File: config.mk
export PLATFORM = sky130hd
export DESIGN_NAME = cc20_front
export DESIGN_NICKNAME = d
export VERILOG_FILES = /design/src/rtl/chacha20_stream_cipher_core_defines.svh /design/src/rtl/cc20_pkg.sv /design/src/rtl/cc20_front.sv
export SDC_FILE = /design/constraint.sdc
export NUM_CORES = 1
export LEC_CHECK = 0
export ABC_AREA = 1
export BUFFER_PORTS_ARGS = -buffer_cell sky130_fd_sc_hd__buf_4
export CORE_MARGIN = 5
export CORE_UTILIZATION = 53
export DETAILED_ROUTE_END_ITERATION = 8
export HOLD_SLACK_MARGIN = 0.12
export PLACE_DENSITY_LB_ADDON = 0.1
export REMOVE_ABC_BUFFERS = 1
export SLEW_MARGIN = 10
export SYNTH_ARGS = -nofsm -noshare
export SYNTH_HDL_FRONTEND = slang
export SYNTH_SLANG_ARGS = --single-unit
File: constraint.sdc
create_clock -name clock -period 2.7 [get_ports clock]
set_input_delay 0.135 -clock clock [delete_from_list [all_inputs] [get_ports clock]]
set_output_delay 0.135 -clock clock [all_outputs]
set_load 0.005 [all_outputs]
File: src/rtl/chacha20_stream_cipher_core_defines.svh
// Assertion macros used by the cipher core RTL.
`ifndef CHACHA20_STREAM_CIPHER_CORE_DEFINES_SVH
`define CHACHA20_STREAM_CIPHER_CORE_DEFINES_SVH
`ifndef NO_ASSERTIONS
// cond must never hold
`define CC20_ASSERT_NEVER(label, clk, rst, cond, msg) \
   label: assert property (@(posedge clk) disable iff (rst) !(cond)) else $error(msg);
// ante implies cons in the same cycle
`define CC20_ASSERT_IMPLY(label, clk, rst, ante, cons, msg) \
   label: assert property (@(posedge clk) disable iff (rst) (ante) |-> (cons)) else $error(msg);
// ante implies cons in the next cycle
`define CC20_ASSERT_NEXT(label, clk, rst, ante, cons, msg) \
   label: assert property (@(posedge clk) disable iff (rst) (ante) |=> (cons)) else $error(msg);
`else
`define CC20_ASSERT_NEVER(label, clk, rst, cond, msg)
`define CC20_ASSERT_IMPLY(label, clk, rst, ante, cons, msg)
`define CC20_ASSERT_NEXT(label, clk, rst, ante, cons, msg)
`endif
`endif

File: src/rtl/cc20_pkg.sv
// Shared types, constants and quarter-round functions of the ChaCha20 core.
package cc20_pkg;

   localparam int DOUBLE_ROUNDS_DEFAULT = 10;
   localparam int QUEUE_DEPTH           = 4;
   localparam int CSR_ADDR_W            = 6;
   localparam int CSR_DATA_W            = 64;
   localparam int POS_W                 = 6;

   typedef logic [31:0]       word_type;
   typedef logic [15:0][31:0] block_type;
   typedef logic [3:0][31:0]  quad_type;

   // "expand 32-byte k", word 0 in the low slot
   localparam quad_type SIGMA = {32'h6b206574, 32'h79622d32, 32'h3320646e, 32'h61707865};

   typedef struct packed {
      logic [7:0][31:0] key;
      logic [2:0][31:0] nonce;
      logic [31:0]      init_ctr;
   } cfg_type;

   typedef struct packed {
      logic [7:0]       data_byte;
      logic             end_of_message;
      logic [POS_W-1:0] pos;
      logic [31:0]      ctr;
   } item_type;

   typedef struct packed {
      logic        start;
      logic        abort;
      logic [31:0] ctr;
   } gen_ctrl_type;

   typedef struct packed {
      logic        busy;
      logic        done;
      logic [31:0] ctr;
   } gen_status_type;

   function automatic block_type init_state(cfg_type cfg, word_type ctr);
      block_type s;
      s[3:0]   = SIGMA;
      s[11:4]  = cfg.key;
      s[12]    = ctr;
      s[15:13] = cfg.nonce;
      return s;
   endfunction

   // first half of a quarter round: q = {d, c, b, a}
   function automatic quad_type qr_first(quad_type q);
      word_type a;
      word_type b;
      word_type c;
      word_type d;
      word_type t;
      a = q[0] + q[1];
      t = q[3] ^ a;
      d = {t[15:0], t[31:16]};
      c = q[2] + d;
      t = q[1] ^ c;
      b = {t[19:0], t[31:20]};
      return {d, c, b, a};
   endfunction

   function automatic quad_type qr_second(quad_type q);
      word_type a;
      word_type b;
      word_type c;
      word_type d;
      word_type t;
      a = q[0] + q[1];
      t = q[3] ^ a;
      d = {t[23:0], t[31:24]};
      c = q[2] + d;
      t = q[1] ^ c;
      b = {t[24:0], t[31:25]};
      return {d, c, b, a};
   endfunction

endpackage

File: src/rtl/cc20_front.sv
// Request intake: tracks message start, byte position and block counter.
module cc20_front (
   input  logic                clock,
   input  logic                reset,
   input  logic                req_valid,
   output logic                req_ready,
   input  logic [7:0]          req_data_byte,
   input  logic                req_end_of_message,
   input  logic [31:0]         init_ctr,
   input  logic                full,
   output logic                push,
   output cc20_pkg::item_type  item
);
   import cc20_pkg::*;

   logic             msg_start_ff;
   logic             msg_start_in;
   logic [POS_W-1:0] pos_ff;
   logic [POS_W-1:0] pos_in;
   word_type         ctr_ff;
   word_type         ctr_in;
   logic [POS_W-1:0] eff_pos;
   word_type         eff_ctr;

   always_comb begin
      eff_pos   = msg_start_ff ? '0 : pos_ff;
      eff_ctr   = msg_start_ff ? init_ctr : ctr_ff;
      req_ready = !full;
      push      = req_valid && !full;

      item.data_byte      = req_data_byte;
      item.end_of_message = req_end_of_message;
      item.pos            = eff_pos;
      item.ctr            = eff_ctr;

      msg_start_in = msg_start_ff;
      pos_in       = pos_ff;
      ctr_in       = ctr_ff;
      if (push) begin
         msg_start_in = req_end_of_message;
         pos_in       = req_end_of_message ? '0 : eff_pos + 1'b1;
         // counter steps after the last byte of a block, wrapping
         ctr_in       = (eff_pos == {POS_W{1'b1}}) ? eff_ctr + 32'd1 : eff_ctr;
      end
   end

   always_ff @(posedge clock) begin
      if (reset) begin
         msg_start_ff <= 1'b1;
         pos_ff       <= '0;
         ctr_ff       <= '0;
      end else begin
         msg_start_ff <= msg_start_in;
         pos_ff       <= pos_in;
         ctr_ff       <= ctr_in;
      end
   end

endmodule

==> results.cfg, run 1 <==
[run_status]
outcome = finished, final reports clean

[grt]
grt_pass1_wl_mm = 14.1
grt_pass1_vias = 3152
grt-ovfl-total = 0
grt_antenna_before_repair = 0
grt_max_degree = 54
track_usage = 0.229

[clock_tree]
cts_tree = done
cts_resized = 0
clockBufferDepth = 2
cts_buffers = 5
cts_sinks = 39
clk_latency_ns = 0.30
ctsHoldBuffers = 0
clk_pin_slew_ns = 0.08
htreeDepth = 2
post_cts_buffers = 0
clockRootBuffer = clkbuf_8

[worst_setup_path]
cp.arrival_ns = 2.47
crit_fanout = 15
cp-start-kind = flop
crit_required_ns = 2.90
worstSetupEndpointType = flop
worst-setup-path-type = reg -> reg
r2r_cells = 14

[die]
die_h_um = 87.2
initial_utilization = 0.539
coreArea_mm2 = 0.00585
dieArea_mm2 = 0.00760
ios = 94
num_rows = 28
chipWidth_um = 87.2

[route]
vias = 3394
firstDrtPassIters = 4
wl_met2_mm = 3.96
drc_errors = 0
drt_iter0_drc = 207
wl_met1_mm = 3.63
wl_per_cell_um = 12.8
viasPerCell = 5.21
wl_met3_um = 649
ant_nets = 0
wl_mm = 8.33
routed.top_layer = met4

[power_and_ir_drop]
total_power_mw = 1.53
ir_worst_vdd_uv = 266
p_per_area_mw_per_mm2 = 404
p_leak_nw = 1.87

[cells_and_area]
layout-drive-gt1-share = 0.260
layout.cells.most_common = nand2_1
synthToLayoutAreaGrowth_pct = 20.0
antenna_cells = 0
final_nets = 622
layout_common_cells = nand2_1, buf_4, inv_1

[worst_hold_path]
worstHoldPathCells = 4
hold_class = in -> reg

[placement]
dpl.hpwl_mm = 6.34
post-place-ws_ns = 0.463
gp_congestion = 0.893
io_buffers = 77

[sta]
rsz0062_at_grt = false
tightestPinTransition_ns = 0.601
tns_ns = 0
final.setup_skew_ns = 0.00597
setup_viol = 0
final_hold_viol_count = 0
layout_setup_ws_ns = 0.432
maxSlewViolCount = 0
finalCritPeriodShare = 0.840
fmax_mhz = 441
relSlewSlack = 0.599
min_period_ns = 2.27

[synth]
yosys_warnings = 0
synthCells = 512
synth-edff-count = 0
synth_top_area_frac = 0.247
synthFlopType = dfxtp_1
yosysTopAreaCell = dfxtp_1
syn_avg_cell_area_um2 = 6.16
yosys-top-cells-area = dfxtp_1, nand2_1, inv_1
yosysUniqueCellTypes = 35
ys_seq_area_frac = 0.247
synth-seq-cells = 39
synth-async-reset-ratio = 0
netlist_area_mm2 = 0.00316

[run]
max-cap-violations = 0
-- registers in the layout (all words and copies together) (netlist names) --
| register | cells |
|---|---|
| msg_start_ff | 1 |
| pos_ff | 6 |
| ctr_ff | 32 |
-- final cells by class --
class	instances	area, µm²
multi-input cells	362	1850
well taps	75	93.8
inverters	82	308
fillers	580	2060
clock buffers	6	82.6
repair buffers	85	638
flip-flops and latches	39	782
clock inverters	2	35.0
-- logic make-up (layout without fill, tap and decap cells) --
group                      Yosys count  after routing  share of synthesized area
AOI/OAI and AO/OA                   93             93                      0.172
xor gates and xnor gates            11             11                     0.0305
adders and majority gates            2              2                    0.00793
buffers and inverters              111            175                      0.167
DFF                                 39             39                      0.247
and+or+nand+nor                    256            256                      0.374
-- cell usage after synthesis, types with 4 or more instances --
cell,n
dfxtp_1,39
nand4_1,9
buf_6,6
nand3_2,5
nor3_1,5
o21ai_1,7
xnor2_1,5
o21ai_2,15
nand2_2,16
nand3_1,33
o21ai_0,31
inv_2,4
nand2_1,129
buf_4,10
nor2_4,4
xor2_1,6
nor2_2,7
inv_1,77
clkbuf_1,10
a21oi_1,34
nor2_1,43
-- power breakdown --
part / leakage, nW / internal, mW / switching [mW]
combinational: 1.49 / 0.163 / 0.222
clock: 0.0612 / 0.299 / 0.223
sequential: 0.320 / 0.609 / 0.0131
-- metal layers --
layer | vias up | global-route usage
met3 | 8 | 0.0473
met1 | 1536 | 0.296
met4 | 0 | 0.0572
li1 | 1734 | -
met5 | - | 0
met2 | 116 | 0.390
-- worst max-delay path, cell delays in order, from the launching register on --
cell and delay, ns:
dfxtp_2 0.35, buf_4 0.24, nand2_1 0.08, nand2_1 0.15, ha_1 0.19, nand3_1 0.11
nor2_1 0.17, nand3_2 0.15, nor2_2 0.23, buf_4 0.19, nand3_1 0.07, nand2_1 0.07
nand3_1 0.07, nand2_1 0.08, inv_1 0.04
-- final timing paths --
| kind | startpoint | to | slack, ns |
|---|---|---|---|
| setup reg to reg | msg_start_ff | ctr_ff[22] | 0.43 |
| hold reg to reg | pos_ff[2] | pos_ff[2] | 0.47 |
| hold / removal | req_end_of_message | pos_ff[0] | 0.16 |
| setup / recovery | msg_start_ff | ctr_ff[22] | 0.43 |
-- metrics by stage --
step                      hold WS, ns  instances  utilization  instance area, µm²
after global routing            0.183        651        0.647                3790
after global placement          0.270        643        0.627                3670
after floorplan                 0.204        483            -                2940
after CTS                       0.154        651        0.647                3790
final                           0.162        651        0.647                3790
after detailed placement        0.270        643        0.627                3670
Note: power is estimated with default switching activity, not from simulation.
==> run 2: changes to the inputs <==
Settings changed: CORE_UTILIZATION 53 to 48.
Clock period 2.7 ns to 2 ns, I/O delays scaled along.
==> run 2 against run 1 <==
Against the previous run:
- wire length up 21%
- clock skew rose by 0.00071 ns
- first-iteration DRC count increased by 24%
- setup slack lost 0.39 ns
- power rose by 51%
- global-route usage decreased by 0.22 points
- cell count grew 7.7%
- sequential share of layout area decreased by 3.2 points
- flip-flop and latch count is the same
- via count up 5.9%
- die area rose by 9.2%
- clock power rose by 54%
- highest routed layer unchanged
==> results.cfg, run 2 (synthesis results as in run 1) <==
[cells_and_area]
antenna_cells = 0
synthToLayoutAreaGrowth_pct = 42.3
layout.cells.most_common = nand2_1
largest-register = ctr_ff
largest_reg_flops = 32
layout_common_cells = nand2_1, buf_4, inv_1
top_regs = ctr_ff (32), pos_ff (6), msg_start_ff (1)
final_nets = 670
post-route-util = 0.703
fill_cells = 543
stdcell_count = 701
layout-drive-gt1-share = 0.356

[worst_setup_path]
cp.arrival_ns = 2.14
cpPeakStageDelay_ns = 0.38
crit_fanout = 8
worst-setup-path-type = reg -> reg
cp-start-kind = flop
worstPathCellList = buf_6 -> clkbuf_16 -> o21ai_4 -> nand2_2 -> nor2_4 -> buf_4 -> nand3_4 -> nor2_4 -> buf_4 -> xor2_1 -> a21oi_1
r2r-end = ctr_ff[13]
ff2ff_setup_slack_ns = 0.04
r2r_cells = 11
crit_required_ns = 2.18
reg2reg_from = msg_start_ff
worstSetupEndpointType = flop
slowest_stage = dfxtp_4

[grt]
grt_max_degree = 54
grt_pass1_wl_mm = 16.0
grt_pass1_vias = 3500
grt_antenna_before_repair = 0
grt-ovfl-total = 0
track_usage = 0.227

[clock_tree]
clockBufferDepth = 2
cts_buffers = 5
clk_pin_slew_ns = 0.08
htreeDepth = 2
cts_tree = done
clockRootBuffer = clkbuf_8
clk_latency_ns = 0.30
cts_sinks = 39

[sta]
layout_setup_ws_ns = 0.0440
final.setup_skew_ns = 0.00668
fmax_mhz = 511
final_hold_viol_count = 0
maxSlewViolCount = 0
rsz0062_at_grt = true
setup_viol = 0
finalCritPeriodShare = 0.978
relSlewSlack = 0.575
min_period_ns = 1.96
tightestPinTransition_ns = 0.637
tns_ns = 0

[route]
wl_mm = 10.1
drt_iter0_drc = 256
wl_per_cell_um = 14.4
viasPerCell = 5.13
ant_nets = 0
firstDrtPassIters = 5
vias = 3594
drc_errors = 0

[power_and_ir_drop]
p_leak_nw = 2.17
pwr-share-clk = 0.348
internal_power_mw = 1.62
seqPwrFrac = 0.365
sw_frac_of_total = 0.298
switchingPower_uw = 687
power_frac_comb = 0.288
p_per_area_mw_per_mm2 = 514
total_power_mw = 2.31
ir_worst_vdd_uv = 346

[die]
coreArea_mm2 = 0.00639
ios = 94
initial_utilization = 0.494
chipWidth_um = 91.1
die_h_um = 91.1
dieArea_mm2 = 0.00830
num_rows = 29

[run]
max-cap-violations = 0

[placement]
post-place-ws_ns = -0.0644
dp.cells = 676
io_buffers = 77
gp_congestion = 0.909
dpl.hpwl_mm = 7.02

[worst_hold_path]
hold_class = in -> reg
worstHoldStart = reset
holdPathEnd = pos_ff[4]
worstHoldPathCells = 2

[run_status]
outcome = finished, final reports clean
==> run 2: cell type report <==
| cell class | count | area [µm²] | area share |
|---|---|---|---|
| Multi-Input combinational cell | 362 | 2050 | 0.457 |
| Timing Repair Buffer | 133 | 1110 | 0.248 |
| Sequential cell | 39 | 785 | 0.175 |
| Inverter | 82 | 310 | 0.0691 |
| Tap cell | 77 | 96.3 | 0.0215 |
| Clock buffer | 6 | 72.6 | 0.0162 |
| Clock inverter | 2 | 60.1 | 0.0134 |
==> run 2: worst max path at each step <==
stage	cells past startpoint	end	slack, ns	from
5_1_grt	14	ctr_ff[26]	-0.07	msg_start_ff
2_1_floorplan	12	ctr_ff[16]	-1.21	msg_start_ff
6_report	11	ctr_ff[13]	0.04	msg_start_ff
3_3_place_gp	11	ctr_ff[20]	-0.004	msg_start_ff
3_5_place_dp	13	ctr_ff[24]	-0.06	msg_start_ff
4_1_cts	14	ctr_ff[24]	0.009	msg_start_ff
==> run 2: power by group through the flow <==
stage	registers, mW	clock network (mW)	logic (mW)
after detailed placement	0.859	0	0.584
after floorplan	0.864	0	0.287
after global routing	0.846	0.845	0.728
final	0.841	0.803	0.664
after global placement	0.858	0	0.576
after CTS	0.842	0.805	0.593
==> run 2: through the flow <==
stage	area [µm²]	hold WS, ns
floorplan	2940	0.169
CTS	4150	0.145
global placement	3950	0.200
finish	4490	0.154
global route	4490	0.152
detailed placement	3950	0.200
==> run 2: timing repair <==
item                                    in CTS  in global routing
pin swaps                                    4                 15
endpoints found under the hold margin        1                  0
hold buffers                                 1                  0
cloned                                       0                  3
endpoints found under the setup margin      20                 22
setup buffers                                2                 11
gates resized for setup                      9                 44
==> run 2: routing by layer <==
layer  vias up  global-route usage  share of wire
met5         -                   0              0
met4         0              0.0648          0.018
met3        21              0.0603          0.067
met2       142               0.383           0.49
met1      1601               0.285           0.43
li1       1830                   -              -
==> run 2: critical path: cells and delay by family (launching register included) <==
family                 cells  cell delay [ns]
buffers and inverters      4             0.58
AND/OR/NAND/NOR            4             0.50
flip-flops                 1             0.38
XOR/XNOR                   1             0.14
AO/OA/AOI/OAI              2             0.23
