[src/rtl/chacha20_stream_cipher_core_defines.svh]
// Assertion macros used by the cipher core RTL.
`ifndef CHACHA20_STREAM_CIPHER_CORE_DEFINES_SVH
`define CHACHA20_STREAM_CIPHER_CORE_DEFINES_SVH
`ifndef NO_ASSERTIONS
// cond must never hold
`define CC20_ASSERT_NEVER(label, clk, rst, cond, msg) \
   label: assert property (@(posedge clk) disable iff (rst) !(cond)) else $error(msg);
// ante implies cons in the same cycle
`define CC20_ASSERT_IMPLY(label, clk, rst, ante, cons, msg) \
   label: assert property (@(posedge clk) disable iff (rst) (ante) |-> (cons)) else $error(msg);
// ante implies cons in the next cycle
`define CC20_ASSERT_NEXT(label, clk, rst, ante, cons, msg) \
   label: assert property (@(posedge clk) disable iff (rst) (ante) |=> (cons)) else $error(msg);
`else
`define CC20_ASSERT_NEVER(label, clk, rst, cond, msg)
`define CC20_ASSERT_IMPLY(label, clk, rst, ante, cons, msg)
`define CC20_ASSERT_NEXT(label, clk, rst, ante, cons, msg)
`endif
`endif

[src/rtl/cc20_pkg.sv]
// Shared types, constants and quarter-round functions of the ChaCha20 core.
package cc20_pkg;

   localparam int DOUBLE_ROUNDS_DEFAULT = 10;
   localparam int QUEUE_DEPTH           = 4;
   localparam int CSR_ADDR_W            = 6;
   localparam int CSR_DATA_W            = 64;
   localparam int POS_W                 = 6;

   typedef logic [31:0]       word_type;
   typedef logic [15:0][31:0] block_type;
   typedef logic [3:0][31:0]  quad_type;

   // "expand 32-byte k", word 0 in the low slot
   localparam quad_type SIGMA = {32'h6b206574, 32'h79622d32, 32'h3320646e, 32'h61707865};

   typedef struct packed {
      logic [7:0][31:0] key;
      logic [2:0][31:0] nonce;
      logic [31:0]      init_ctr;
   } cfg_type;

   typedef struct packed {
      logic [7:0]       data_byte;
      logic             end_of_message;
      logic [POS_W-1:0] pos;
      logic [31:0]      ctr;
   } item_type;

   typedef struct packed {
      logic        start;
      logic        abort;
      logic [31:0] ctr;
   } gen_ctrl_type;

   typedef struct packed {
      logic        busy;
      logic        done;
      logic [31:0] ctr;
   } gen_status_type;

   function automatic block_type init_state(cfg_type cfg, word_type ctr);
      block_type s;
      s[3:0]   = SIGMA;
      s[11:4]  = cfg.key;
      s[12]    = ctr;
      s[15:13] = cfg.nonce;
      return s;
   endfunction

   // first half of a quarter round: q = {d, c, b, a}
   function automatic quad_type qr_first(quad_type q);
      word_type a;
      word_type b;
      word_type c;
      word_type d;
      word_type t;
      a = q[0] + q[1];
      t = q[3] ^ a;
      d = {t[15:0], t[31:16]};
      c = q[2] + d;
      t = q[1] ^ c;
      b = {t[19:0], t[31:20]};
      return {d, c, b, a};
   endfunction

   function automatic quad_type qr_second(quad_type q);
      word_type a;
      word_type b;
      word_type c;
      word_type d;
      word_type t;
      a = q[0] + q[1];
      t = q[3] ^ a;
      d = {t[23:0], t[31:24]};
      c = q[2] + d;
      t = q[1] ^ c;
      b = {t[24:0], t[31:25]};
      return {d, c, b, a};
   endfunction

endpackage

[src/rtl/cc20_fifo.sv]
// Short request queue between the front and back halves.
module cc20_fifo (
   input  logic                clock,
   input  logic                reset,
   input  logic                push,
   input  cc20_pkg::item_type  push_item,
   input  logic                pop,
   output logic                full,
   output logic                empty,
   output cc20_pkg::item_type  head
);
   import cc20_pkg::*;

   localparam int PTR_W = $clog2(QUEUE_DEPTH);
   localparam logic [PTR_W:0] DEPTH_COUNT = (PTR_W + 1)'(QUEUE_DEPTH);

   item_type         mem_ff [QUEUE_DEPTH];
   logic [PTR_W-1:0] wr_ptr_ff;
   logic [PTR_W-1:0] rd_ptr_ff;
   logic [PTR_W:0]   count_ff;

   assign full  = (count_ff == DEPTH_COUNT);
   assign empty = (count_ff == '0);
   assign head  = mem_ff[rd_ptr_ff];

   always_ff @(posedge clock) begin
      if (reset) begin
         wr_ptr_ff <= '0;
         rd_ptr_ff <= '0;
         count_ff  <= '0;
      end else begin
         if (push) begin
            wr_ptr_ff <= wr_ptr_ff + 1'b1;
         end
         if (pop) begin
            rd_ptr_ff <= rd_ptr_ff + 1'b1;
         end
         case ({push, pop})
            2'b10:   count_ff <= count_ff + 1'b1;
            2'b01:   count_ff <= count_ff - 1'b1;
            default: count_ff <= count_ff;
         endcase
      end
   end

   always_ff @(posedge clock) begin
      if (push) begin
         mem_ff[wr_ptr_ff] <= push_item;
      end
   end

endmodule

[config.mk]
export PLATFORM = sky130hd
export DESIGN_NAME = cc20_fifo
export DESIGN_NICKNAME = d
export VERILOG_FILES = /design/src/rtl/chacha20_stream_cipher_core_defines.svh /design/src/rtl/cc20_pkg.sv /design/src/rtl/cc20_fifo.sv
export SDC_FILE = /design/constraint.sdc
export NUM_CORES = 1
export LEC_CHECK = 0
export ABC_AREA = 1
export BUFFER_PORTS_ARGS = -buffer_cell sky130_fd_sc_hd__buf_2
export CORE_MARGIN = 2
export CORE_UTILIZATION = 62
export CTS_BUF_LIST = sky130_fd_sc_hd__clkbuf_16
export CTS_CLUSTER_DIAMETER = 40
export DETAILED_ROUTE_END_ITERATION = 12
export GPL_ROUTABILITY_DRIVEN = 0
export GPL_TIMING_DRIVEN = 0
export PLACE_DENSITY = 0.85
export REMOVE_ABC_BUFFERS = 1
export SLEW_MARGIN = 15
export SYNTH_ARGS = -nofsm -noshare
export SYNTH_HDL_FRONTEND = slang
export SYNTH_SLANG_ARGS = --single-unit
[constraint.sdc]
create_clock -name clock -period 2.9 [get_ports clock]
set_input_delay 0.87 -clock clock [delete_from_list [all_inputs] [get_ports clock]]
set_output_delay 0.87 -clock clock [all_outputs]
set_load 0.01 [all_outputs]
==> metrics.csv, run 1 <==
stage;metric;value;unit
sta;slew_headroom;60.4;%
sta;skew;0.00378;ns
setup_path;cpPeakStageDelay;0.45;ns
worst_hold_path;hold_path_class;reg2reg;
floorplan;core-area;12500;um^2
sta;period_needed;2.78;ns
place;port-buffer-count;99;
detailed_routing;drt_iter0_markers;316;
sta;fmax;360;MHz
layout;fillerInstances;795;
setup_path;path_class;reg2out;
yosys;postSynthAreaPerCell;15.2;um^2
floorplan;die_y;116;um
sta;min_period_over_period;95.9;%
layout;syn2layout_area_growth;15.6;%
yosys;netlist_top_cells_area;edfxtp_1, o21ai_0, o22ai_2;
global_routing;grtUsageMet1;27.9;%
setup_path;cp.required;2.03;ns
sta;hold_slack;0.479;ns
yosys;synth_top_family_by_area;compound AO/OA/AOI/OAI gates;
setup_path;path_cells;inv_4 > o21ai_0 > o22ai_2 > buf_2;
clock_tree;cts_root_buf;clkbuf_16;
yosys;synth_compound_area_share;12.8;%
outcome;status;complete, no violations;
yosys;yosysSeqAreaShare;74.5;%
layout;layout_common_cells;edfxtp_1, buf_2, o21ai_0;
pwr;leakage;3.18;nW
detailed_routing;drt-total-wl;15.3;mm
yosys;syn_inst;513;
layout;layout-drive-gt1-share;31.7;%
sta;worst_pin_slew;0.593;ns
detailed_routing;antenna_left;0;
layout;fin_area;9040;um^2
global_routing;grt_pass1_wl;22.6;mm
setup_path;critical-path-top-delay-family;buffers and inverters;
yosys;muxShareOfSynthArea;0;%
clock_tree;clock_sinks;197;
floorplan;pin_count;100;
pwr;max-vdd-ir-drop;487;uV
yosys;ys_warn_count;0;
place;dp_slack;0.143;ns
setup_path;cp_max_fo;47;
pwr;powerDensity;685;nW/um^2
setup_path;crit_path_start_kind;flop;
yosys;syn_area;7820;um^2
place;placed_cells;760;
global_routing;globalRouteMet2Util;39.5;%
global_routing;grt_use_total;22.9;%
yosys;synthAdderAreaFrac;1.06;%
clock_tree;cts_buffer_depth;2;
yosys;synth_xor_area_share;0;%
clock_tree;clk_pin_slew;0.06;ns
job;maxCapViolCount;0;
yosys;synth.distinct_cells;23;
sta;setup_ws;0.120;ns
clock_tree;clock_latency;0.43;ns
detailed_routing;via_count;4600;
pwr;p_total;6.19;mW
setup_path;critical_path.endpoint_type;output port;
clock_tree;cts_tree;yes;
global_routing;use_met3;5.66;%
place;dpl.hpwl;8.77;mm
setup_path;worst_path_max_delay_cell;inv_4;
sta;maxSlewViolCount;0;
detailed_routing;drcViolationCount;0;
floorplan;core.rowCount;41;
detailed_routing;vias_per_cell;5.79;
clock_tree;cts_made_buffers;17;
clock_tree;hold_buffers;0;
yosys;synth.largest_area_cell;edfxtp_1;
setup_path;cp_num_buf_inv;2;
global_routing;first_global_vias;4563;
sta;hold_viol_final;0;
floorplan;die_w;116;um
place;place_area;8440;um^2
floorplan;initial_core_util;62.8;%
yosys;synthSimpleGateAreaFrac;7.95;%
global_routing;top_usage_layer;met2;
setup_path;cp.arrival;1.91;ns
yosys;synth_top_area_share;72.2;%
global_routing;grt_overflow;0;
detailed_routing;avgRoutedWirePerCell;19.3;um
detailed_routing;dr.pass1.iters;4;
global_routing;antenna_found_initial;1;
yosys;synth_seq_cells;197;
layout;nNetsFinal;665;
sta;setup_violations;0;
clock_tree;cts-htree-levels;4;
layout;layout_commonest_cell;edfxtp_1;
layout;fin_cells;794;
global_routing;grt_max_degree;95;
sta;rsz0062_at_grt;no;
floorplan;dieArea;13500;um^2
[power breakdown]
part           total (mW)  switching [mW]  internal, mW
sequential           3.29          0.0486          3.25
clock                2.28           0.946          1.33
combinational       0.621           0.400         0.222
[metrics by stage]
step	setup TNS [ns]	util [%]
after detailed placement	0	67.7
final	0	72.5
after global routing	0	72.5
after global placement	-148.20	66.7
after floorplan	-46.85	-
after CTS	0	72.4
[routing by layer]
layer	vias up	wire length (um)	share of wire [%]
li1	2103	-	-
met1	2321	6110	40
met2	154	8030	52
met3	22	904	5.9
met4	0	263	1.7
met5	-	0	0
[cell usage after synthesis]
cell and n:
edfxtp_1 188, o21ai_0 87, nor2_1 70, nor2_4 27
o22ai_2 27, o22ai_1 20, inv_1 16, buf_2 12
clkbuf_1 10, o21ai_1 10, dfxtp_1 9, nand2_1 9
a21oi_1 5, ha_1 5, buf_12 4, buf_6 4
o21ai_2 3, nor3_1 2, fa_1 1, inv_2 1
inv_4 1, nand3_1 1, nand4_1 1
[cells by family (layout without fill, tap and decap cells)]
group	count (synthesis)	in the layout
flops	197	197
compound gates	152	152
simple gates	110	110
buf+inv	48	156
fa+ha+maj	6	6
other cells	0	1
[cell type report]
class | instances | area, um^2 | area share [%]
clock buffers | 17 | 425 | 4.71
well taps | 172 | 215 | 2.38
inverters | 18 | 86.3 | 0.955
flip-flops and latches | 197 | 5830 | 64.5
multi-input cells | 268 | 1700 | 18.8
repair buffers | 106 | 631 | 6.97
diodes | 1 | 2.50 | 0.0277
clock inverters | 15 | 146 | 1.62
[flip-flops by register name (all words and copies together) (netlist names), named ones only]
name and count:
mem_ff 188, count_ff 3, rd_ptr_ff 2, wr_ptr_ff 2
[worst paths after layout]
check / startpoint / endpoint / slack [ns] / cells past startpoint
max: flop / head[3] / 0.12 / 4
min reg2reg: rd_ptr_ff[1] / flop / 0.48 / 1
max reg2reg: wr_ptr_ff[0] / mem_ff[2][5] / 1.20 / 5
min: rd_ptr_ff[1] / flop / 0.48 / 1
[what timing repair did]
| item | in CTS | in global routing |
|---|---|---|
| endpoints found under the setup margin | 47 | 20 |
| gates resized for setup | 4 | 1 |
| buffers inserted | 0 | 1 |
(Power assumes the default switching activity.)
==> inputs of run 2 (changes only) <==
--- a/config.mk
+++ b/config.mk
@@ -8,13 +8,12 @@
 export ABC_AREA = 1
 export BUFFER_PORTS_ARGS = -buffer_cell sky130_fd_sc_hd__buf_2
 export CORE_MARGIN = 2
-export CORE_UTILIZATION = 62
+export CORE_UTILIZATION = 40
 export CTS_BUF_LIST = sky130_fd_sc_hd__clkbuf_16
 export CTS_CLUSTER_DIAMETER = 40
 export DETAILED_ROUTE_END_ITERATION = 12
 export GPL_ROUTABILITY_DRIVEN = 0
 export GPL_TIMING_DRIVEN = 0
-export PLACE_DENSITY = 0.85
 export REMOVE_ABC_BUFFERS = 1
 export SLEW_MARGIN = 15
 export SYNTH_ARGS = -nofsm -noshare
==> run 2 against run 1 <==
Compared with the run above:
- register-to-register slack improved by 0.03 ns
- via count decreased by 2.2%
- critical path depth unchanged
- non-clock buffer count decreased by 3
- clock skew increased by 0.011 ns
- first-iteration DRC count decreased by 18%
- routed wire length increased by 8.5%
- critical path type unchanged
- critical endpoint is now head[15]
==> metrics.csv, run 2 (synthesized netlist as in run 1, its figures left out) <==
stage;metric;value;unit;change
layout;top_register;mem_ff;;
setup_path;critical-path-top-delay-family;buffers and inverters;;
sta;maxSlewViolCount;0;;unchanged
floorplan;dieArea;20700;um^2;+53%
setup_path;cp.required;2.03;ns;about the same
detailed_routing;dr.pass1.iters;4;;unchanged
setup_path;r2r_slack;1.23;ns;+0.03 ns
detailed_routing;drt-total-wl;16.6;mm;+8.5%
layout;nNetsFinal;663;;-0.30%
layout;regArea;5830;um^2;unchanged
setup_path;worst_path_max_delay_cell;dfxtp_2;;
sta;slew_headroom;49.1;%;-11 points
clock_tree;hold_buffers;0;;unchanged
setup_path;cpPeakStageDelay;0.48;ns;+0.03 ns
global_routing;first_global_vias;4684;;+2.7%
setup_path;crit_path_start_kind;flop;;
layout;largestRegisters;mem_ff (188), count_ff (3);;
setup_path;cp_max_fo;47;;unchanged
clock_tree;clk_pin_slew;0.07;ns;about the same
setup_path;reg2reg_to;mem_ff[0][44];;
place;port-buffer-count;99;;unchanged
sta;hold_viol_final;0;;unchanged
floorplan;core.rowCount;51;;+24%
pwr;p_total;6.26;mW;+1.2%
setup_path;cp_num_buf_inv;2;;unchanged
layout;layout_common_cells;edfxtp_1, buf_2, o21ai_0;;
floorplan;pin_count;100;;unchanged
job;maxCapViolCount;0;;unchanged
layout;syn2layout_area_growth;17.1;%;
detailed_routing;antenna_left;0;;unchanged
global_routing;antenna_found_initial;1;;unchanged
setup_path;path_class;reg2out;;
global_routing;grt_max_degree;48;;-49%
sta;worst_pin_slew;0.764;ns;+0.171 ns
setup_path;cp.arrival;1.92;ns;about the same
floorplan;die_y;144;um;+24%
pwr;max-vdd-ir-drop;419;uV;-14%
outcome;status;complete, no violations;;
detailed_routing;drcViolationCount;0;;unchanged
worst_hold_path;hold_path_class;reg2reg;;
setup_path;reg2reg_depth;4;;-1
sta;skew;0.0143;ns;+0.0105 ns
global_routing;grt_overflow;0;;unchanged
setup_path;critical_path.endpoint_type;output port;;
layout;fillerInstances;1717;;+120%
sta;setup_violations;0;;unchanged
detailed_routing;avgRoutedWirePerCell;18.8;um;-2.6%
detailed_routing;vias_per_cell;5.09;;-12%
clock_tree;cts_made_buffers;17;;unchanged
clock_tree;cts_root_buf;clkbuf_16;;
floorplan;initial_core_util;40.5;%;-22 points
place;dpl.hpwl;8.37;mm;-4.6%
layout;diodes;0;;-1
clock_tree;cts_buffer_depth;2;;unchanged
global_routing;grt_pass1_wl;25.1;mm;+11%
detailed_routing;via_count;4499;;-2.2%
clock_tree;clock_latency;0.43;ns;about the same
sta;rsz0062_at_grt;no;;
global_routing;grt_use_total;16.7;%;-6.2 points
setup_path;cp_num_cells;4;;unchanged
clock_tree;clock_sinks;197;;unchanged
floorplan;core-area;19300;um^2;+55%
clock_tree;cts-htree-levels;4;;unchanged
pwr;leakage;3.16;nW;-0.49%
floorplan;die_w;144;um;+24%
clock_tree;cts_tree;yes;;
layout;multi_input_area;1700;um^2;unchanged
sta;hold_slack;0.458;ns;-0.0208 ns
layout;largest_register_ffs;188;;unchanged
sta;fmax;359;MHz;-0.22%
sta;min_period_over_period;96.1;%;+0.21 points
layout;layout_commonest_cell;edfxtp_1;;
setup_path;reg2reg_from;wr_ptr_ff[0];;
pwr;powerDensity;683;nW/um^2;-0.19%
setup_path;path_cells;inv_6 > o21ai_0 > o22ai_1 > buf_2;;
detailed_routing;drt_iter0_markers;260;;-18%
sta;period_needed;2.79;ns;+0.00622 ns
layout;layout-drive-gt1-share;31.7;%;-0.059 points
setup_path;setup.worst_path.end;head[15];;
## run 2: cell types whose count changed in the layout (fill, tap and decap cells not counted), sizes merged
| cell | change |
|---|---|
| buf | -4 |
| bufbuf | +1 |
| clkinv | -4 |
| clkinvlp | +3 |
| diode | -1 |
| inv | +2 |
## run 2: metal layers
| layer | GRT usage, % | routed length, um | part of all wire, % |
|---|---|---|---|
| met4 | 6.71 | 218 | 1.3 |
| met3 | 4.57 | 960 | 5.8 |
| met5 | 0 | 16 | 0.096 |
| met2 | 27.9 | 8280 | 50 |
| met1 | 20.7 | 7130 | 43 |
## run 2: worst min path at each step
stage,start,endpoint,depth (start not counted),slack [ns]
floorplan,rd_ptr_ff[1],flop,1,0.41
global placement,rd_ptr_ff[1],flop,1,0.42
detailed placement,rd_ptr_ff[1],flop,1,0.45
CTS,rd_ptr_ff[1],flop,1,0.46
global route,rd_ptr_ff[1],flop,1,0.48
finish,rd_ptr_ff[1],flop,1,0.46
## run 2: timing repair
action / CTS / global route
cloned: 2 / 0
endpoints found under the setup margin: 47 / 37
pin swaps: 0 / 0
resized for setup: 9 / 0
buffers inserted: 0 / 1
## run 2: area by class of cell
class	instances	share of cell area, %
multi-input combinational	268	18.6
sequential	197	63.6
clock inverter	15	1.77
tap	265	3.62
timing repair inverter	1	0.218
timing repair buffer	103	6.44
clock buffer	17	4.64
inverter	18	1.08
## run 2: report_power, final
part	internal, mW	switching [mW]	total [mW]
Sequential	3.25	0.0459	3.29
Clock	1.35	0.987	2.33
Combinational	0.223	0.416	0.639
## run 2: metrics by stage
stage / setup WS, ns / setup TNS (ns) / util, % / area, um^2 / instances
3_3_place_gp: -2.97 / -198.85 / 43.6 / 8430 / 847
3_5_place_dp: -0.115 / -2.25 / 43.9 / 8490 / 849
6_report: 0.114 / 0 / 47.4 / 9160 / 884
4_1_cts: 0.0323 / 0 / 47.3 / 9150 / 883
5_1_grt: 0.0184 / 0 / 47.4 / 9160 / 884
2_1_floorplan: -1.03 / -46.85 / - / 7600 / 483
